[src/bloom_filter_lfsr_hash_top_macros.svh]
// ----------------------------------------------------------------------------
// bloom filter assertion macros
// shared assertion forms for the bloom filter block
// ----------------------------------------------------------------------------
`ifndef BLOOM_FILTER_LFSR_HASH_TOP_MACROS_SVH
`define BLOOM_FILTER_LFSR_HASH_TOP_MACROS_SVH

// checked at every rising edge outside of reset
`define BLF_ASSERT(lbl, clk, rst_n, prop, msg) \
  lbl: assert property (@(posedge clk) disable iff (!rst_n) prop) else $error(msg);

// checked at every rising edge, reset included
`define BLF_ASSERT_ALWAYS(lbl, clk, prop, msg) \
  lbl: assert property (@(posedge clk) prop) else $error(msg);

`endif

[src/blf_pkg.sv]
// ----------------------------------------------------------------------------
// blf_pkg
// types, codes and constants of the bloom filter block
// ----------------------------------------------------------------------------
package blf_pkg;

  localparam int FILTER_BYTES_DEF = 1024;
  localparam int HASH_W           = 31;
  localparam int FOLD_BITS        = 13;
  localparam int BYTE_W           = 8;
  localparam int LOG2_W           = 4;
  localparam int PROBE_W          = 6;
  localparam int TOTAL_W          = 16;
  localparam int ADDEND_W         = 9;
  localparam int CFG_IDX_W        = 2;

  localparam logic [TOTAL_W-1:0] TOTAL_MAX = '1;

  // item kinds
  localparam logic [1:0] KIND_CLEAR  = 2'd0;
  localparam logic [1:0] KIND_INSERT = 2'd1;
  localparam logic [1:0] KIND_MATCH  = 2'd2;

  // register indexes
  localparam logic [CFG_IDX_W-1:0] CFG_HASH_SEED   = 2'd0;
  localparam logic [CFG_IDX_W-1:0] CFG_LOG2_BITS   = 2'd1;
  localparam logic [CFG_IDX_W-1:0] CFG_PROBE_COUNT = 2'd2;

  typedef struct packed {
    logic [1:0]        kind;
    logic [BYTE_W-1:0] key_byte;
    logic              byte_valid;
    logic              last_byte;
  } in_item_t;

  typedef struct packed {
    logic [PROBE_W-1:0] bits_newly_set;
    logic               present;
    logic [TOTAL_W-1:0] insert_total;
  } out_item_t;

endpackage

[src/blf_fold.sv]
// ----------------------------------------------------------------------------
// blf_fold
// one step of the 31-bit shift and xor hash plus an addend
// ----------------------------------------------------------------------------
module blf_fold (
  input  logic [blf_pkg::HASH_W-1:0]   s_in,
  input  logic [blf_pkg::ADDEND_W-1:0] addend,
  output logic [blf_pkg::HASH_W-1:0]   s_out
);
  import blf_pkg::*;

  logic [FOLD_BITS-1:0] low;
  logic [HASH_W-1:0]    mixed;

  assign low   = s_in[FOLD_BITS-1:0];
  // high part moves down, low bits feed back at both ends
  assign mixed = (HASH_W'(s_in >> FOLD_BITS))
               ^ {low, {(HASH_W-FOLD_BITS){1'b0}}}
               ^ HASH_W'(low);
  assign s_out = mixed + HASH_W'(addend);

endmodule

[config.mk]
export PLATFORM = sky130hd
export DESIGN_NAME = blf_fold
export DESIGN_NICKNAME = d
export VERILOG_FILES = /design/src/bloom_filter_lfsr_hash_top_macros.svh /design/src/blf_pkg.sv /design/src/blf_fold.sv
export SDC_FILE = /design/constraint.sdc
export NUM_CORES = 1
export LEC_CHECK = 0
export ABC_AREA = 1
export CORE_UTILIZATION = 40
export DETAILED_ROUTE_END_ITERATION = 8
export DONT_BUFFER_PORTS = 1
export PLACE_DENSITY = 0.6
export SLEW_MARGIN = 20
export SYNTH_ARGS = -nofsm -noshare
export SYNTH_HDL_FRONTEND = slang
export SYNTH_SLANG_ARGS = --single-unit
[constraint.sdc]
create_clock -name vclk -period 7.3
set_input_delay 1.46 -clock vclk [all_inputs]
set_output_delay 1.46 -clock vclk [all_outputs]
set_load 0.02 [all_outputs]
* Word-level counts from Yosys, hierarchy flattened *
Index checks and enable logic that the tools add are counted.

word-level totals
  register bits after elaboration = 0
  input bits = 40
  output and inout port bits = 31
  word-level logic and storage cells = 3

operators by class
  add/sub/neg operators = 1
  bitwise logic cells = 2

operator list
  operator        number
  $add 31x9->31   1
  $xor 18x31->31  1
  $xor 31x13->31  1

* Longest topological paths before layout *
  word-level depth = 3
  mapped depth = 14
  depth with buffers taken out = 14

* Worst setup path after synthesis *
OpenSTA, ideal clock, no wires.

  path type = in2out
  from = input port s_in[13] (netlist name)
  to = output port s_out[12] (netlist name)
  arrival = 3085 ps
  data required time = 5840 ps
  slack = 2755 ps
  stages = 12
  path buffers = 0
  cell sequence = xor2_1 -> ha_1 -> inv_1 -> fa_1 -> inv_1 -> nand2_1 -> nand2_1 -> nand3_1 -> nand2_1 -> nand2_1 -> nand2_2 -> xor2_1

between the ends
  cells in the longest elaborated chain, start to end = 3

RTL lines
  item             RTL line        source
  start, declared  blf_fold.sv:6   input logic [blf_pkg::HASH_W-1:0] s_in,
  $xor 18x31->31   blf_fold.sv:18  ^ {low, {(HASH_W-FOLD_BITS){1'b0}}}
  $xor 31x13->31   blf_fold.sv:19  ^ HASH_W'(low);
  $add 31x9->31    blf_fold.sv:20  assign s_out = mixed + HASH_W'(addend);
  end, declared    blf_fold.sv:8   output logic [blf_pkg::HASH_W-1:0] s_out

No other way between the ends.

* Final worst setup path *
  from = input port s_in[0] (netlist name)
  to = output port s_out[12] (netlist name)

between the ends
  cells in the longest elaborated chain, start to end = 2

RTL lines
  item            RTL line
  $xor 31x13->31  blf_fold.sv:19
  $add 31x9->31   blf_fold.sv:20

No other way between the ends.

==> summary.txt <==
Timing
  – Setup violators final: 0
  – Slew headroom: around two thirds
  – Min Tclk post-route: around 4.8 ns
  – Highest Clock Rate: ~210 MHz
  – Final slew viol count: 0
  – Worst-Margin Slew: approximately 0.52 ns
  – Final Hold Fails: 0
  – Unrepaired setup endpoints after global routing: no
  – Fin crit share: around two thirds
  – Worst Slack Setup Final: 2.543 ns
  – Setup TNS: 0 ns

Run status
  – Outcome: finished clean

Drt
  – Drt drc: 0
  – DRT iter0 DRCs: 90
  – Wirelength per Cell: between 10 and 15 um
  – Vias: between 1500 and 2000
  – Routed Antenna Nets: 0
  – Initial DRT Pass Iterations: 4
  – Vias per inst: 4.988
  – Post-Route WL: between 3 and 4 mm

Place
  – PortBufs: 0
  – Pre-CTS setup slack: about 2.5 ns
  – Post-DP Area: roughly 1500 um2
  – Hpwl dp: roughly 3.6 mm
  – Placer congestion estimate: 0.8519

Power
  – Leak: 0.8946 nW
  – Worst VDD drop: 0.00002716 V
  – Pwr per Cell Area: around 85 nW/um2
  – Pwr Total: about 0.00013 W

GRT
  – Grt total ovfl: 0
  – Initial antenna violation count: 0
  – Total GRT Usage: about a fifth
  – Number of global-route vias before repair: roughly 1500
  – Largest net degree at the start of global routing: 8
  – First-pass GRT wire length: roughly 6.7 mm

Critical path
  – Crit. Startpoint: s_in[0]
  – CP Class: in -> out
  – CP endpoint kind: primary output
  – WP data arrival: between 3 and 4 ns
  – Critical path fanouts, max: 5
  – Startpoint types: input pin
  – Worst Path Required: around 5.8 ns

Synth
  – Post-Syn Instances: 280
  – Netlist cell types: 21
  – Post-Syn Area per Cell: 5.295 um2
  – Yosys warns: 0
  – Syn Std Cell Area: around 1500 um2
  – Sequential fraction of the synthesis area: 0%
  – Post-Syn Nets: 330

Die
  – Row count: 21
  – Die W: approximately 63 um
  – Die area: 3954 um2
  – Initial core utilization: a little over two fifths
  – Io pins: between 70 and 80
  – Die Ht: between 60 and 70 um
  – Core area: between 3000 and 4000 um2

Layout
  – Post-layout util: 44.75%
  – Share of layout cells above drive strength 1: 12.14%
  – Final nets: around 330
  – Reg area: 0 um2
  – Multi-input gate area: between 1000 and 1500 um2
  – # diodes: 0
  – Area delta synth->final: 3.882%
  – Fill count: between 400 and 500
  – CLK BUF: 0
  – Seq cells: 0
  – Cell area after layout: approximately 1500 um2

Clock network
  – Resize count post-CTS: 0
  – Hold_buf cts: 0
  – Total setup buffers inserted after CTS: 0

Min path
  – Min-delay worst type: in -> out
  – Hold Startpoint: s_in[12]

Run
  – Max_cap viols: 0
synth_stat cells (all sizes together):
master / count / area [um2]
or2: 1 / 6.260
nand3: 38 / 215.2
nor2: 23 / 135.1
fa: 1 / 20.02
nand4: 7 / 43.79
nand2: 118 / 495.5
xnor2: 4 / 35.03
xor2: 16 / 140.1
nor3: 5 / 35.03
ha: 9 / 112.6
inv: 49 / 183.9
a21oi: 3 / 15.01
nand3b: 6 / 45.04
per-layer routing:
layer	global-route usage (%)	part of all wire [%]	vias to the layer above
met5	0	0	-
li1	-	-	873
met4	1.453	0	0
met3	2.737	7.7	0
met1	27.83	46	698
met2	34.68	46	55
final cells by class:
| cell class | count | area share [%] |
|---|---|---|
| well taps | 46 | 3.737 |
| inverters | 49 | 11.94 |
| multi-input cells | 231 | 84.32 |
logic make-up (layout without fill, tap and decap cells):
group | count (synthesis) | count (layout) | share of synthesized area [%]
compound gates | 3 | 3 | 1.012
simple gates | 198 | 198 | 65.82
xor+xnor | 20 | 20 | 11.81
buf+inv | 49 | 49 | 12.40
fa+ha+maj | 10 | 10 | 8.945
worst paths after layout:
check	end	slack (ns)	depth (start not counted)
setup / recovery	s_out[12]	2.54	12
hold / removal	s_out[30]	3.09	2
power breakdown:
part / internal [W] / switching (W)
registers: 0 / 0
logic: 0.0000358 / 0.0000950
clock network: 0 / 0
total: 0.0000358 / 0.0000950
per-stage QoR:
step	cells	hold WS [ns]
2_1_floorplan	280	3.088
3_3_place_gp	326	3.093
3_5_place_dp	326	3.093
4_1_cts	326	3.092
5_1_grt	326	3.106
6_report	326	3.092
critical path, cell delays in order:
cell and delay (ns):
xor2_1 0.15, ha_1 0.18, inv_1 0.05, fa_1 0.40
inv_1 0.07, nand2_1 0.04, nand2_1 0.10, nand3_1 0.08
nand2_1 0.16, nand2_1 0.08, nand2_2 0.11, xor2_1 0.40
cells in the final DEF (no fill, tap or decap), drive strengths merged:
cell	count
xnor2	4
or2	1
inv	49
xor2	16
nand3b	6
ha	9
a21oi	3
nand3	38
nor2	23
nand4	7
nor3	5
fa	1
nand2	118
Note: power is estimated with default switching activity, not from simulation.
